--- config.mk ---
export PLATFORM = sky130hd
export DESIGN_NAME = srp_mutex_ceiling_manager
export DESIGN_NICKNAME = d
export VERILOG_FILES = /design/src/sv/srp_mcm_pkg.sv /design/src/sv/srp_mcm_ram.sv /design/src/sv/srp_mcm_ceil_max.sv /design/src/sv/srp_mutex_ceiling_manager.sv
export VERILOG_INCLUDE_DIRS = /design/src /design/src/sv
export SDC_FILE = /design/constraint.sdc
export NUM_CORES = 1
export LEC_CHECK = 0
export ABC_AREA = 1
export BUFFER_PORTS_ARGS = -buffer_cell sky130_fd_sc_hd__buf_2
export CELL_PAD_IN_SITES_DETAIL_PLACEMENT = 0
export CELL_PAD_IN_SITES_GLOBAL_PLACEMENT = 1
export CORE_MARGIN = 10
export CORE_UTILIZATION = 30
export DETAILED_ROUTE_END_ITERATION = 16
export GPL_TIMING_DRIVEN = 0
export HOLD_SLACK_MARGIN = 0.15
export PLACE_DENSITY = 0.62
export SYNTH_ARGS = -nofsm -noshare
export SYNTH_HDL_FRONTEND = slang
export SYNTH_SLANG_ARGS = --single-unit
--- constraint.sdc ---
create_clock -name clk -period 8.7 [get_ports clk]
set_input_delay 1.74 -clock clk [delete_from_list [all_inputs] [get_ports clk]]
set_output_delay 1.74 -clock clk [all_outputs]
set_load 0.01 [all_outputs]
--- src/sv/srp_mutex_ceiling_manager_defines.svh ---
// Assertion macros shared by the mutex ceiling manager RTL.
`ifndef SRP_MUTEX_CEILING_MANAGER_DEFINES_SVH
`define SRP_MUTEX_CEILING_MANAGER_DEFINES_SVH

`ifndef SYNTHESIS
`define SRP_ASSERT(lbl, prop, msg) \
  lbl: assert property (@(posedge clk) disable iff (!rst_n) prop) else $error(msg);
`define SRP_ASSERT_RST(lbl, prop, msg) \
  lbl: assert property (@(posedge clk) prop) else $error(msg);
`else
`define SRP_ASSERT(lbl, prop, msg)
`define SRP_ASSERT_RST(lbl, prop, msg)
`endif

`endif

--- src/sv/srp_mcm_pkg.sv ---
// Types, codes and helpers for the mutex ceiling manager.
`default_nettype none
package srp_mcm_pkg;

  localparam int TID_W   = 3;
  localparam int MID_W   = 3;
  localparam int LVL_W   = 4;
  localparam int CNT_W   = 4;
  localparam int SLOT_W  = 3;
  localparam int TBL_W   = 32;
  localparam int ERR_W   = 2;
  localparam int CFG_IDX_W = 1;

  localparam logic [CFG_IDX_W-1:0] CFG_CEILING_TABLE   = 1'b0;
  localparam logic [CFG_IDX_W-1:0] CFG_MUTEXES_CREATED = 1'b1;

  localparam logic FUNC_PEND = 1'b0;
  localparam logic FUNC_POST = 1'b1;

  localparam logic [ERR_W-1:0] ERR_NONE      = 2'd0;
  localparam logic [ERR_W-1:0] ERR_EMPTY     = 2'd1;
  localparam logic [ERR_W-1:0] ERR_FULL      = 2'd2;
  localparam logic [ERR_W-1:0] ERR_UNCREATED = 2'd3;

  typedef enum logic [6:0] {
    S_IDLE = 7'b0000001,
    S_EVAL = 7'b0000010,
    S_POP  = 7'b0000100,
    S_SCAN = 7'b0001000,
    S_WAKE = 7'b0010000,
    S_HAND = 7'b0100000,
    S_DONE = 7'b1000000
  } state_t;

  typedef struct packed {
    logic             en;
    logic [MID_W-1:0] idx;
  } ceil_req_t;

  function automatic logic [LVL_W-1:0] ceil_of(input logic [TBL_W-1:0] tbl,
                                                input logic [MID_W-1:0] m);
    ceil_of = tbl[{m, 2'b00} +: LVL_W];
  endfunction

endpackage
`default_nettype wire

--- src/sv/srp_mcm_ram.sv ---
// Simple dual-port RAM with registered read, used for task stacks and wait queues.
`default_nettype none
module srp_mcm_ram #(
  parameter int AW = 6,
  parameter int DW = 3
) (
  input  wire logic          clk,
  input  wire logic          we,
  input  wire logic [AW-1:0] waddr,
  input  wire logic [DW-1:0] wdata,
  input  wire logic [AW-1:0] raddr,
  output logic      [DW-1:0] rdata
);

  logic [DW-1:0] mem_r [1 << AW];

  always_ff @(posedge clk) begin
    if (we) begin
      mem_r[waddr] <= wdata;
    end
  end

  always_ff @(posedge clk) begin
    rdata <= mem_r[raddr];
  end

endmodule
`default_nettype wire

--- src/sv/srp_mcm_ceil_max.sv ---
// Shared ceiling compare unit: looks up a mutex ceiling and keeps the larger one.
`default_nettype none
module srp_mcm_ceil_max (
  input  wire srp_mcm_pkg::ceil_req_t               req,
  input  wire logic [srp_mcm_pkg::TBL_W-1:0]        ceil_table,
  input  wire logic [srp_mcm_pkg::LVL_W-1:0]        cur,
  output logic      [srp_mcm_pkg::LVL_W-1:0]        max_ceil
);
  import srp_mcm_pkg::*;

  logic [LVL_W-1:0] cand;

  always_comb begin
    cand     = ceil_of(ceil_table, req.idx);
    max_ceil = (req.en && (cand > cur)) ? cand : cur;
  end

endmodule
`default_nettype wire

--- src/sv/srp_mutex_ceiling_manager.sv ---
// Stack resource policy mutex manager top level.
// Pend or failed request: S_EVAL, then S_DONE; a new request is taken only back in S_IDLE.
// Post: S_EVAL, S_POP, S_SCAN, S_WAKE, plus S_HAND when the released mutex has a waiter queued, then S_DONE;
// the ceiling rescan visits one mutex per cycle through the shared compare unit.
// Synchronous active-low reset clears config, ceiling, lock map and all task and queue counters.
// Stack and queue RAM contents are not reset; only entries below the counters are read.
`default_nettype none
`include "srp_mutex_ceiling_manager_defines.svh"
module srp_mutex_ceiling_manager #(
  parameter int MAX_MUTEXES = 8,
  parameter int MAX_TASKS   = 8,
  parameter int STACK_DEPTH = 8
) (
  input  wire logic                                clk,
  input  wire logic                                rst_n,
  input  wire logic                                cfg_we,
  input  wire logic [srp_mcm_pkg::CFG_IDX_W-1:0]   cfg_index,
  input  wire logic [srp_mcm_pkg::TBL_W-1:0]       cfg_wdata,
  input  wire logic                                in_valid,
  output logic                                     in_ready,
  input  wire logic                                in_func,
  input  wire logic [srp_mcm_pkg::TID_W-1:0]       in_task_id,
  input  wire logic [srp_mcm_pkg::LVL_W-1:0]       in_task_level,
  input  wire logic [srp_mcm_pkg::MID_W-1:0]       in_mutex_id,
  output logic                                     out_valid,
  input  wire logic                                out_ready,
  output logic                                     out_granted,
  output logic                                     out_blocked,
  output logic      [srp_mcm_pkg::MID_W-1:0]       out_released_mutex,
  output logic                                     out_woken_valid,
  output logic      [srp_mcm_pkg::TID_W-1:0]       out_woken_task,
  output logic      [srp_mcm_pkg::LVL_W-1:0]       out_system_ceiling,
  output logic      [srp_mcm_pkg::ERR_W-1:0]       out_error
);
  import srp_mcm_pkg::*;

  localparam int TW     = (MAX_TASKS > 1) ? $clog2(MAX_TASKS) : 1;
  localparam int MW     = (MAX_MUTEXES > 1) ? $clog2(MAX_MUTEXES) : 1;
  localparam int TDEPTH = 1 << TW;
  localparam int MDEPTH = 1 << MW;
  localparam logic [CNT_W-1:0] NM4 = CNT_W'(MAX_MUTEXES);
  localparam logic [CNT_W-1:0] SD4 = CNT_W'(STACK_DEPTH);
  localparam logic [CNT_W:0]   NT5 = (CNT_W + 1)'(MAX_TASKS);
  localparam logic [CNT_W-1:0] HOLD_MAX = '1;

  state_t state_r, state_nxt;

  logic [TBL_W-1:0] ceil_tbl_r, ceil_tbl_nxt;
  logic [CNT_W-1:0] created_r, created_nxt;

  logic             func_r, func_nxt;
  logic             tok_r, tok_nxt;
  logic [TID_W-1:0] tid_r, tid_nxt;
  logic [TW-1:0]    tsel_r, tsel_nxt;
  logic [LVL_W-1:0] level_r, level_nxt;
  logic [MID_W-1:0] mid_r, mid_nxt;
  logic [MW-1:0]    msel_r, msel_nxt;
  logic [CNT_W-1:0] idx_r, idx_nxt;

  logic [LVL_W-1:0]  sys_ceiling_r, sys_ceiling_nxt;
  logic [MDEPTH-1:0] locked_r, locked_nxt;
  logic [CNT_W-1:0]  fill_r [TDEPTH];
  logic [CNT_W-1:0]  fill_nxt [TDEPTH];
  logic [CNT_W-1:0]  hold_r [TDEPTH];
  logic [CNT_W-1:0]  hold_nxt [TDEPTH];
  logic [SLOT_W-1:0] head_r [MDEPTH];
  logic [SLOT_W-1:0] head_nxt [MDEPTH];
  logic [CNT_W-1:0]  wcnt_r [MDEPTH];
  logic [CNT_W-1:0]  wcnt_nxt [MDEPTH];

  logic             res_granted_r, res_granted_nxt;
  logic             res_blocked_r, res_blocked_nxt;
  logic [MID_W-1:0] res_released_r, res_released_nxt;
  logic             res_wvalid_r, res_wvalid_nxt;
  logic [TID_W-1:0] res_wtask_r, res_wtask_nxt;
  logic [ERR_W-1:0] res_err_r, res_err_nxt;

  logic             out_valid_r, out_valid_nxt;
  logic             out_granted_r, out_granted_nxt;
  logic             out_blocked_r, out_blocked_nxt;
  logic [MID_W-1:0] out_released_r, out_released_nxt;
  logic             out_woken_valid_r, out_woken_valid_nxt;
  logic [TID_W-1:0] out_woken_task_r, out_woken_task_nxt;
  logic [LVL_W-1:0] out_ceiling_r, out_ceiling_nxt;
  logic [ERR_W-1:0] out_error_r, out_error_nxt;

  logic              stk_we;
  logic [TW+SLOT_W-1:0] stk_waddr, stk_raddr;
  logic [MID_W-1:0]  stk_wdata, stk_rdata;
  logic              q_we;
  logic [MW+SLOT_W-1:0] q_waddr, q_raddr;
  logic [TID_W-1:0]  q_rdata;

  ceil_req_t        creq;
  logic [LVL_W-1:0] cmax;

  logic [CNT_W-1:0]  lim;
  logic [CNT_W-1:0]  fill_t, fill_dec, hold_t, wc_m;
  logic [SLOT_W-1:0] hd_m;
  logic [CNT_W-1:0]  tid4, w4;

  always_comb begin
    lim      = (created_r < NM4) ? created_r : NM4;
    fill_t   = fill_r[tsel_r];
    fill_dec = fill_t - CNT_W'(1);
    hold_t   = hold_r[tsel_r];
    wc_m     = wcnt_r[msel_r];
    hd_m     = head_r[msel_r];
    tid4     = CNT_W'(in_task_id);
    w4       = CNT_W'(q_rdata);
  end

  assign stk_waddr = {tsel_r, fill_t[SLOT_W-1:0]};
  assign stk_raddr = {tsel_r, fill_dec[SLOT_W-1:0]};
  assign stk_wdata = state_r == S_HAND ? res_released_r : mid_r;
  assign q_waddr   = {msel_r, hd_m + wc_m[SLOT_W-1:0]};
  assign q_raddr   = {msel_r, hd_m};

  srp_mcm_ram #(.AW(TW + SLOT_W), .DW(MID_W)) u_stack_ram (
    .clk   (clk),
    .we    (stk_we),
    .waddr (stk_waddr),
    .wdata (stk_wdata),
    .raddr (stk_raddr),
    .rdata (stk_rdata)
  );

  srp_mcm_ram #(.AW(MW + SLOT_W), .DW(TID_W)) u_queue_ram (
    .clk   (clk),
    .we    (q_we),
    .waddr (q_waddr),
    .wdata (tid_r),
    .raddr (q_raddr),
    .rdata (q_rdata)
  );

  srp_mcm_ceil_max u_ceil_max (
    .req        (creq),
    .ceil_table (ceil_tbl_r),
    .cur        (sys_ceiling_r),
    .max_ceil   (cmax)
  );

  assign in_ready = (state_r == S_IDLE);

  always_comb begin
    state_nxt        = state_r;
    ceil_tbl_nxt     = ceil_tbl_r;
    created_nxt      = created_r;
    func_nxt         = func_r;
    tok_nxt          = tok_r;
    tid_nxt          = tid_r;
    tsel_nxt         = tsel_r;
    level_nxt        = level_r;
    mid_nxt          = mid_r;
    msel_nxt         = msel_r;
    idx_nxt          = idx_r;
    sys_ceiling_nxt  = sys_ceiling_r;
    locked_nxt       = locked_r;
    fill_nxt         = fill_r;
    hold_nxt         = hold_r;
    head_nxt         = head_r;
    wcnt_nxt         = wcnt_r;
    res_granted_nxt  = res_granted_r;
    res_blocked_nxt  = res_blocked_r;
    res_released_nxt = res_released_r;
    res_wvalid_nxt   = res_wvalid_r;
    res_wtask_nxt    = res_wtask_r;
    res_err_nxt      = res_err_r;
    out_valid_nxt       = out_valid_r & ~out_ready;
    out_granted_nxt     = out_granted_r;
    out_blocked_nxt     = out_blocked_r;
    out_released_nxt    = out_released_r;
    out_woken_valid_nxt = out_woken_valid_r;
    out_woken_task_nxt  = out_woken_task_r;
    out_ceiling_nxt     = out_ceiling_r;
    out_error_nxt       = out_error_r;
    stk_we = 1'b0;
    q_we   = 1'b0;
    creq   = '{en: 1'b0, idx: mid_r};

    if (cfg_we) begin
      if (cfg_index == CFG_CEILING_TABLE) begin
        ceil_tbl_nxt = cfg_wdata;
      end else begin
        created_nxt = cfg_wdata[CNT_W-1:0];
      end
    end

    case (state_r)
      S_IDLE: begin
        if (in_valid) begin
          func_nxt         = in_func;
          tok_nxt          = (CNT_W + 1)'(in_task_id) < NT5;
          tid_nxt          = in_task_id;
          tsel_nxt         = tid4[TW-1:0];
          level_nxt        = in_task_level;
          mid_nxt          = in_mutex_id;
          msel_nxt         = in_mutex_id[MW-1:0];
          res_granted_nxt  = 1'b0;
          res_blocked_nxt  = 1'b0;
          res_released_nxt = '0;
          res_wvalid_nxt   = 1'b0;
          res_wtask_nxt    = '0;
          res_err_nxt      = ERR_NONE;
          state_nxt        = S_EVAL;
        end
      end
      S_EVAL: begin
        state_nxt = S_DONE;
        if (tok_r) begin
          if (func_r == FUNC_PEND) begin
            if ({1'b0, mid_r} >= lim) begin
              res_err_nxt = ERR_UNCREATED;
            end else if (hold_t != '0 ||
                         (level_r > sys_ceiling_r && !locked_r[msel_r])) begin
              if (fill_t >= SD4) begin
                res_err_nxt = ERR_FULL;
              end else begin
                creq               = '{en: 1'b1, idx: mid_r};
                sys_ceiling_nxt    = cmax;
                hold_nxt[tsel_r]   = (hold_t != HOLD_MAX) ? hold_t + CNT_W'(1) : hold_t;
                locked_nxt[msel_r] = 1'b1;
                stk_we             = 1'b1;
                fill_nxt[tsel_r]   = fill_t + CNT_W'(1);
                res_granted_nxt    = 1'b1;
              end
            end else begin
              res_blocked_nxt = 1'b1;
              if (!wc_m[CNT_W-1]) begin
                q_we             = 1'b1;
                wcnt_nxt[msel_r] = wc_m + CNT_W'(1);
              end
            end
          end else if (fill_t == '0) begin
            res_err_nxt = ERR_EMPTY;
          end else begin
            fill_nxt[tsel_r] = fill_dec;
            hold_nxt[tsel_r] = (hold_t != '0) ? hold_t - CNT_W'(1) : hold_t;
            state_nxt        = S_POP;
          end
        end
      end
      S_POP: begin
        res_released_nxt            = stk_rdata;
        msel_nxt                    = stk_rdata[MW-1:0];
        locked_nxt[stk_rdata[MW-1:0]] = 1'b0;
        sys_ceiling_nxt             = '0;
        idx_nxt                     = '0;
        state_nxt                   = S_SCAN;
      end
      S_SCAN: begin
        creq            = '{en: (idx_r < lim) && locked_r[idx_r[MW-1:0]],
                            idx: idx_r[MID_W-1:0]};
        sys_ceiling_nxt = cmax;
        idx_nxt         = idx_r + CNT_W'(1);
        if (idx_r == NM4 - CNT_W'(1)) begin
          state_nxt = S_WAKE;
        end
      end
      S_WAKE: begin
        if (wc_m != '0) begin
          tsel_nxt  = w4[TW-1:0];
          state_nxt = S_HAND;
        end else begin
          state_nxt = S_DONE;
        end
      end
      S_HAND: begin
        state_nxt = S_DONE;
        if (fill_t < SD4) begin
          head_nxt[msel_r]   = hd_m + SLOT_W'(1);
          wcnt_nxt[msel_r]   = wc_m - CNT_W'(1);
          locked_nxt[msel_r] = 1'b1;
          creq               = '{en: 1'b1, idx: res_released_r};
          sys_ceiling_nxt    = cmax;
          stk_we             = 1'b1;
          fill_nxt[tsel_r]   = fill_t + CNT_W'(1);
          hold_nxt[tsel_r]   = (hold_t != HOLD_MAX) ? hold_t + CNT_W'(1) : hold_t;
          res_wvalid_nxt     = 1'b1;
          res_wtask_nxt      = q_rdata;
        end
      end
      S_DONE: begin
        if (!out_valid_r || out_ready) begin
          out_valid_nxt       = 1'b1;
          out_granted_nxt     = res_granted_r;
          out_blocked_nxt     = res_blocked_r;
          out_released_nxt    = res_released_r;
          out_woken_valid_nxt = res_wvalid_r;
          out_woken_task_nxt  = res_wtask_r;
          out_ceiling_nxt     = sys_ceiling_r;
          out_error_nxt       = res_err_r;
          state_nxt           = S_IDLE;
        end
      end
      default: begin
        state_nxt = S_IDLE;
      end
    endcase
  end

  always_ff @(posedge clk) begin
    if (!rst_n) begin
      state_r       <= S_IDLE;
      ceil_tbl_r    <= '0;
      created_r     <= '0;
      sys_ceiling_r <= '0;
      locked_r      <= '0;
      fill_r        <= '{default: '0};
      hold_r        <= '{default: '0};
      head_r        <= '{default: '0};
      wcnt_r        <= '{default: '0};
      out_valid_r   <= 1'b0;
    end else begin
      state_r       <= state_nxt;
      ceil_tbl_r    <= ceil_tbl_nxt;
      created_r     <= created_nxt;
      sys_ceiling_r <= sys_ceiling_nxt;
      locked_r      <= locked_nxt;
      fill_r        <= fill_nxt;
      hold_r        <= hold_nxt;
      head_r        <= head_nxt;
      wcnt_r        <= wcnt_nxt;
      out_valid_r   <= out_valid_nxt;
    end
  end

  always_ff @(posedge clk) begin
    func_r            <= func_nxt;
    tok_r             <= tok_nxt;
    tid_r             <= tid_nxt;
    tsel_r            <= tsel_nxt;
    level_r           <= level_nxt;
    mid_r             <= mid_nxt;
    msel_r            <= msel_nxt;
    idx_r             <= idx_nxt;
    res_granted_r     <= res_granted_nxt;
    res_blocked_r     <= res_blocked_nxt;
    res_released_r    <= res_released_nxt;
    res_wvalid_r      <= res_wvalid_nxt;
    res_wtask_r       <= res_wtask_nxt;
    res_err_r         <= res_err_nxt;
    out_granted_r     <= out_granted_nxt;
    out_blocked_r     <= out_blocked_nxt;
    out_released_r    <= out_released_nxt;
    out_woken_valid_r <= out_woken_valid_nxt;
    out_woken_task_r  <= out_woken_task_nxt;
    out_ceiling_r     <= out_ceiling_nxt;
    out_error_r       <= out_error_nxt;
  end

  assign out_valid          = out_valid_r;
  assign out_granted        = out_granted_r;
  assign out_blocked        = out_blocked_r;
  assign out_released_mutex = out_released_r;
  assign out_woken_valid    = out_woken_valid_r;
  assign out_woken_task     = out_woken_task_r;
  assign out_system_ceiling = out_ceiling_r;
  assign out_error          = out_error_r;

  `SRP_ASSERT(a_accept_to_eval, (in_valid && in_ready) |=> (state_r == S_EVAL),
              "accepted item skipped evaluation")
  `SRP_ASSERT(a_result_from_done, $rose(out_valid_r) |-> $past(state_r == S_DONE),
              "result raised outside done state")
  `SRP_ASSERT(a_grant_clean,
              (out_valid_r && out_granted_r) |-> (!out_blocked_r && out_error_r == ERR_NONE),
              "grant with block or error")
  `SRP_ASSERT(a_scan_range, (state_r == S_SCAN) |-> (idx_r < NM4),
              "ceiling scan ran past last mutex")
  `SRP_ASSERT_RST(a_reset_clears_out, (!rst_n) |=> !out_valid_r, "result valid after reset")

endmodule
`default_nettype wire

==> impl_results.md, run 1 <==
- Status: finished, final reports clean
- Initial core utilization: 0.303
- Ports: 66
- DRT Wirelength: 99.2 mm
- Synth Instances: 3413
- CORE AREA: 0.0969 sq mm
- DR WL met3: 4.98 mm
- Antenna cell count: 0
- Initial DRC Count: 2065
- Global-route wire length before repair: 147 mm
- Dominant cell type by area after synthesis: edfxtp_1
- CP startpoint kind: flop
- Max-cap check violation count: 0
- Share of layout cells above drive strength 1: 0.0824
- Total number of vias: 23900
- Post-layout util: 0.349
- CP required: 8.97 ns
- Yosys cell types: 53
- Crit path time final: 5.12 ns
- Pin count of the biggest net entering global routing: 65
- Slew HR: 0.156
- Seq/Total Area, Yosys: 0.566
- Synthesized Nets: 3486
- Number of fill cells: 10000
- Layout Cells excl Fill: 4894
- Power Density: 218 mW/mm^2
- Most common cell after layout, fill and taps aside: nand2_1
- Yosys reg bits: 613
- Most frequent cells in the layout: 810 x nand2_1, 431 x edfxtp_1, 397 x nor2_1
- GPL Wtd Cong: 0.828
- CP Class: reg2reg
- Postcts setup bufs: 0
- Leak pwr: 0.0132 uW
- Die ar.: 0.111 sq mm
- Clock-pin transition on the worst setup and hold timing paths: 0.06 ns
- RSZ-0062 raised after global routing: false
- GRT Resource Usage Total: 0.174
- Post-CTS Resized: 0
- # rows: 114
- TritonCTS clock tree: done
- Top layer in use: met5
- Asr flop ratio synth: 0
- Fin. max-slew vios: 0
- Vias in the first global route: 23200
- Die W: 333 microns
- Final Skew: 0.0373 ns
- Final Hold Fails: 0
- Post-Route Setup TNS: 0 ns
- Setup crit end kind: flop
- Via density: 4.88
- Nets: 3638
- Worst-Skew Late Latency: 0.63 ns
- Clock root buffer: clkbuf_16
- Synth warn: 0
- Worst slew pin tran: 1.25 ns
- Design Power: 7360 uW
- Crit path max fanout: 11
- VDD IR max: 165 uV
- Mean Syn Cell Area: 8.59 sq um
- Antenna Nets Post-Route: 0
- DR pass1 iterations: 6
- Routed wire per std cell: 20.3 microns
- Max Clk Rate: 196 MHz
- Worst-case clock buffer depth: 3
- Setup-failing EPs final: 0
- Sinks on Clock Net: 613
- Worst Hold Class: reg2reg
- WP data arrival: 5.39 ns
- Die height: 333 microns
- Met2 wire length: 46.6 mm
- Ranking of synthesized cells by area: edfxtp_1 44%, dfxtp_1 12%, nand2_1 10%
- Register-to-register setup slack: 3.58 ns
- Mapped cell area: 0.0293 sq mm
- Metal-1 WL: 44.9 mm
- Port Buffers: 65
- Initial antenna violation count: 6
- Synth Flop Type: edfxtp_1
- EDFF count, synth: 431
- CTS H-tree lvls: 3
- Min Hold Slack: 0.421 ns
- Placed insts: 4766
- Synth top area share: 0.442
- CTS buffer count: 73
- Crit share post-route: 0.588
- GRT Residual Overflow: 0
- Final HPWL DP: 70.3 mm
- Count of hold buffers inserted by post-cts repair: 0
- Residual DRC: 0
- Synth-to-Final Area Change: 15.5%
## metal layers
metal,track usage,vias up
met5,0,-
met4,0.0501,2
met3,0.0222,167
li1,-,11700
met1,0.232,11400
met2,0.291,658
## registers in the layout, indices dropped and copies added, names as in the netlist, 4 cells and up, named ones only
| name | flops |
|---|---|
| wcnt_r | 24 |
| u_queue_ram.mem_r | 192 |
| level_r | 4 |
| sys_ceiling_r | 4 |
| locked_r | 8 |
| state_r | 7 |
| out_system_ceiling | 4 |
| idx_r | 4 |
| created_r | 4 |
| ceil_tbl_r | 32 |
| u_stack_ram.mem_r | 192 |
| hold_r | 32 |
| head_r | 24 |
| fill_r | 24 |
## critical path: stages, from the launching register on
cell      delay [ns]
edfxtp_1        0.32
buf_4           0.18
nor2_2          0.10
nand2_1         0.27
inv_2           0.20
nand2_1         0.10
nand2_1         0.06
nor2_1          0.32
nand2_1         0.29
buf_2           0.30
buf_2           0.27
ha_1            0.27
fa_1            0.44
xnor2_1         0.15
or2_1           0.22
nand2_1         0.15
nand3_1         0.63
nor2_1          0.49
## path summary, 6_finish.rpt
path / from / end / depth (start not counted)
max: msel_r[2]$_DFFE_PP_ / u_queue_ram.mem_r[13][2]$_DFFE_PP_ / 17
min: res_err_r[0]$_SDFFCE_PN0P_ / out_error[0]$_DFFE_PP_ / 0
max reg2reg: msel_r[2]$_DFFE_PP_ / u_queue_ram.mem_r[13][2]$_DFFE_PP_ / 17
min reg2reg: res_err_r[0]$_SDFFCE_PN0P_ / out_error[0]$_DFFE_PP_ / 0
## Yosys cell counts, drive strengths merged, types with 2 or more instances
library cell and count:
a21oi 191, a22oi 5, a31oi 2, buf 72, clkbuf 88, clkinv 5
dfxtp 182, edfxtp 431, ha 23, inv 384, nand2 822, nand3 348
nand3b 84, nand4 12, nor2 404, nor3 15, nor3b 2, nor4 8
o211ai 13, o21a 9, o21ai 277, o21bai 2, o22ai 16, o31ai 2
or2 2, xnor2 5, xor2 3
## layout make-up
cell class / count / area [sq um] / area share
sequential: 613 / 16600 / 0.490
clock inverter: 29 / 298 / 0.00880
buffer: 160 / 689 / 0.0204
multi-input combinational: 2251 / 10600 / 0.313
inverter: 389 / 1470 / 0.0433
clock buffer: 99 / 2000 / 0.0590
timing repair buffer: 77 / 621 / 0.0183
tap: 1276 / 1600 / 0.0472
## power by group
group / internal (uW) / leakage (uW) / switching (uW) / total, uW
clock network: 1730 / 0.00112 / 1260 / 2990
logic: 260 / 0.00676 / 809 / 1070
registers: 3250 / 0.00537 / 53.2 / 3300
total: 5240 / 0.0132 / 2120 / 7360
## per-stage QoR
stage	cell area [sq um]	worst slack, ns
global placement	31200	2.54
detailed placement	31500	3.46
CTS	33800	3.47
floorplan	29300	5.34
global route	33800	3.26
finish	33800	3.58
## kinds of logic (layout without fill, tap and decap cells)
logic type               count (synthesis)  after routing  synth area share
AND/OR/NAND/NOR                       1698           1698             0.254
flip-flops                             613            613             0.566
buffers and inverters                  549            754            0.0735
AO/OA/AOI/OAI                          521            521            0.0940
adder cells (fa/ha/maj)                 24             24            0.0105
XOR/XNOR                                 8              8           0.00239
(Power assumes the default switching activity.)
==> inputs of run 2 (changes only) <==
==> constraint.sdc (replaced) <==
create_clock -name clk -period 4.9 [get_ports clk]
set_input_delay 0.98 -clock clk [delete_from_list [all_inputs] [get_ports clk]]
set_output_delay 0.98 -clock clk [all_outputs]
set_load 0.01 [all_outputs]
==> impl_results.md, run 2 (synthesized netlist as in run 1, its figures left out) <==
- Status: finished, final reports clean (unchanged)
- Global-route wire length before repair: 147 mm (about the same)
- Ports: 66 (unchanged)
- Die ar.: 0.111 sq mm (unchanged)
- Reg2Reg Depth: 21 (was 17)
- Pre-CTS WS: -0.339 ns (was 3.46 ns)
- CP startpoint kind: flop (unchanged)
- Most common cell after layout, fill and taps aside: nand2_1 (unchanged)
- Setup crit end kind: flop (unchanged)
- Leak pwr: 0.0133 uW (was 0.0132 uW)
- Worst hold stages: 0 (unchanged)
- Fin. max-slew vios: 0 (unchanged)
- Setup ws final: 0.206 ns (was 3.58 ns)
- Clock root buffer: clkbuf_16 (unchanged)
- Placed insts: 4766 (unchanged)
- Crit path max fanout: 10 (was 11)
- Layout Cells excl Fill: 4893 (was 4894)
- Slew HR: 0.139 (was 0.156)
- Via density: 4.89 (was 4.88)
- Register area: 0.0166 sq mm (unchanged)
- Pin count of the biggest net entering global routing: 65 (unchanged)
- Ordered cell list for the critical path: buf_2, inv_2, nand2_1, nor2_1, nand2_1, nand2_1, nor2_1, nand2_1, inv_1, ha_1, clkbuf_1, clkbuf_1, clkbuf_1, nand2_1, nand3_1, nand3_1, nand2_1, nand2_1, nand2_1, inv_1, nand2_1 (was buf_4, nor2_2, nand2_1, inv_2, nand2_1, nand2_1, nor2_1, nand2_1, buf_2, buf_2, ha_1, fa_1, xnor2_1, or2_1, nand2_1, nand3_1, nor2_1)
- GPL Wtd Cong: 0.828 (unchanged)
- TritonCTS clock tree: done (unchanged)
- Total number of vias: 23900 (about the same)
- Initial antenna violation count: 6 (unchanged)
- Most frequent cells in the layout: 808 x nand2_1, 431 x edfxtp_1, 367 x nor2_1 (was 810 x nand2_1, 431 x edfxtp_1, 397 x nor2_1)
- CORE AREA: 0.0969 sq mm (unchanged)
- CTS buffer count: 73 (unchanged)
- Antenna Nets Post-Route: 0 (unchanged)
- Min Hold Slack: 0.423 ns (was 0.421 ns)
- DRT Wirelength: 99.3 mm (was 99.2 mm)
- GRT Residual Overflow: 0 (unchanged)
- Max-cap check violation count: 0 (unchanged)
- WP data arrival: 5.22 ns (was 5.39 ns)
- Worst slew pin tran: 1.28 ns (was 1.25 ns)
- Routed wire per std cell: 20.3 microns (about the same)
- Initial core utilization: 0.303 (unchanged)
- Number of fill cells: 10000 (about the same)
- Design Power: 13100 uW (was 7360 uW)
- Clock-pin transition on the worst setup and hold timing paths: 0.06 ns (about the same)
- Synth-to-Final Area Change: 16.1% (was 15.5%)
- Die W: 333 microns (unchanged)
- VDD IR max: 294 uV (was 165 uV)
- Most frequent CP cell: nand2_1 (unchanged)
- Sinks on Clock Net: 613 (unchanged)
- Postcts setup bufs: 0 (unchanged)
- Share of layout cells above drive strength 1: 0.0934 (was 0.0824)
- Slowest CP cell: clkbuf_1 (was nand3_1)
- GRT Resource Usage Total: 0.174 (about the same)
- Nets: 3637 (was 3638)
- CTS H-tree lvls: 3 (unchanged)
- Top flop regs: u_queue_ram.mem_r (192), u_stack_ram.mem_r (192) (unchanged)
- Setup-failing EPs final: 0 (unchanged)
- Power Density: 384 mW/mm^2 (was 218 mW/mm^2)
- Final Hold Fails: 0 (unchanged)
- Vias in the first global route: 23200 (about the same)
- CP max stage delay: 0.76 ns (was 0.63 ns)
- DR pass1 iterations: 5 (was 6)
- CP Class: reg2reg (unchanged)
- CP required: 5.43 ns (was 8.97 ns)
- Crit path time final: 4.69 ns (was 5.12 ns)
- Worst-Skew Late Latency: 0.63 ns (about the same)
- Worst Hold Class: reg2reg (unchanged)
- # rows: 114 (unchanged)
- Post-Route Setup TNS: 0 ns (unchanged)
- Initial DRC Count: 2126 (was 2065)
- Final Skew: 0.0339 ns (was 0.0373 ns)
- Crit share post-route: 0.958 (was 0.588)
- Port Buffers: 65 (unchanged)
- Max Clk Rate: 213 MHz (was 196 MHz)
- Antenna cell count: 0 (unchanged)
- Area of the multi-input gates: 0.0108 sq mm (was 0.0106 sq mm)
- Worst-case clock buffer depth: 3 (unchanged)
- Final HPWL DP: 70.3 mm (unchanged)
- Residual DRC: 0 (unchanged)
- Die height: 333 microns (unchanged)
run 2: changes by cell type in the layout (fill, tap and decap cells not counted), sizes merged:
cell | previous run | this run
buf | 149 | 147
clkbuf | 187 | 188
run 2: area by class of cell:
type,count,share of cell area
Clock inverter,29,0.00875
Sequential cell,613,0.488
Multi-Input combinational cell,2251,0.317
Timing Repair Buffer,77,0.0182
Clock buffer,99,0.0587
Inverter,389,0.0431
Tap cell,1276,0.0469
Buffer,159,0.0202
run 2: timing repair:
action | 4_1_cts | 5_1_grt
hold buffers | 0 | 0
hold endpoints to repair | 0 | 0
setup endpoints to repair | 174 | 192
gates resized for setup | 9 | 40
run 2: worst paths after layout:
check / slack, ns / from / to
min reg2reg: 0.42 / res_err_r[0]$_SDFFCE_PN0P_ / out_error[0]$_DFFE_PP_
min: 0.42 / res_err_r[0]$_SDFFCE_PN0P_ / out_error[0]$_DFFE_PP_
max: 0.21 / tsel_r[2]$_DFFE_PP_ / u_stack_ram.rdata[2]$_DFF_P_
max reg2reg: 0.21 / tsel_r[2]$_DFFE_PP_ / u_stack_ram.rdata[2]$_DFF_P_
run 2: per-layer routing:
metal | global-route usage | share of wire | vias to the layer above
met5 | 0 | 0.00013 | -
met4 | 0.0502 | 0.028 | 2
met3 | 0.0222 | 0.054 | 165
met2 | 0.291 | 0.47 | 673
met1 | 0.232 | 0.45 | 11400
li1 | - | - | 11700
run 2: critical path, delay by kind of cell, from the launching register on:
kind / cells / cell delay [ns]
DFF: 1 / 0.35
buffers and inverters: 7 / 1.98
adders and majority gates: 1 / 0.28
and+or+nand+nor: 13 / 1.99
run 2: through the flow:
step                utilization  area [sq um]
floorplan                     -         29300
global placement          0.322         31200
detailed placement        0.326         31500
CTS                       0.350         33900
global route              0.351         34000
finish                    0.351         34000
run 2: report_power, final:
part	switching, uW	internal, uW	total (uW)
sequential	94.4	5770	5870
combinational	1440	463	1900
clock	2230	3080	5310
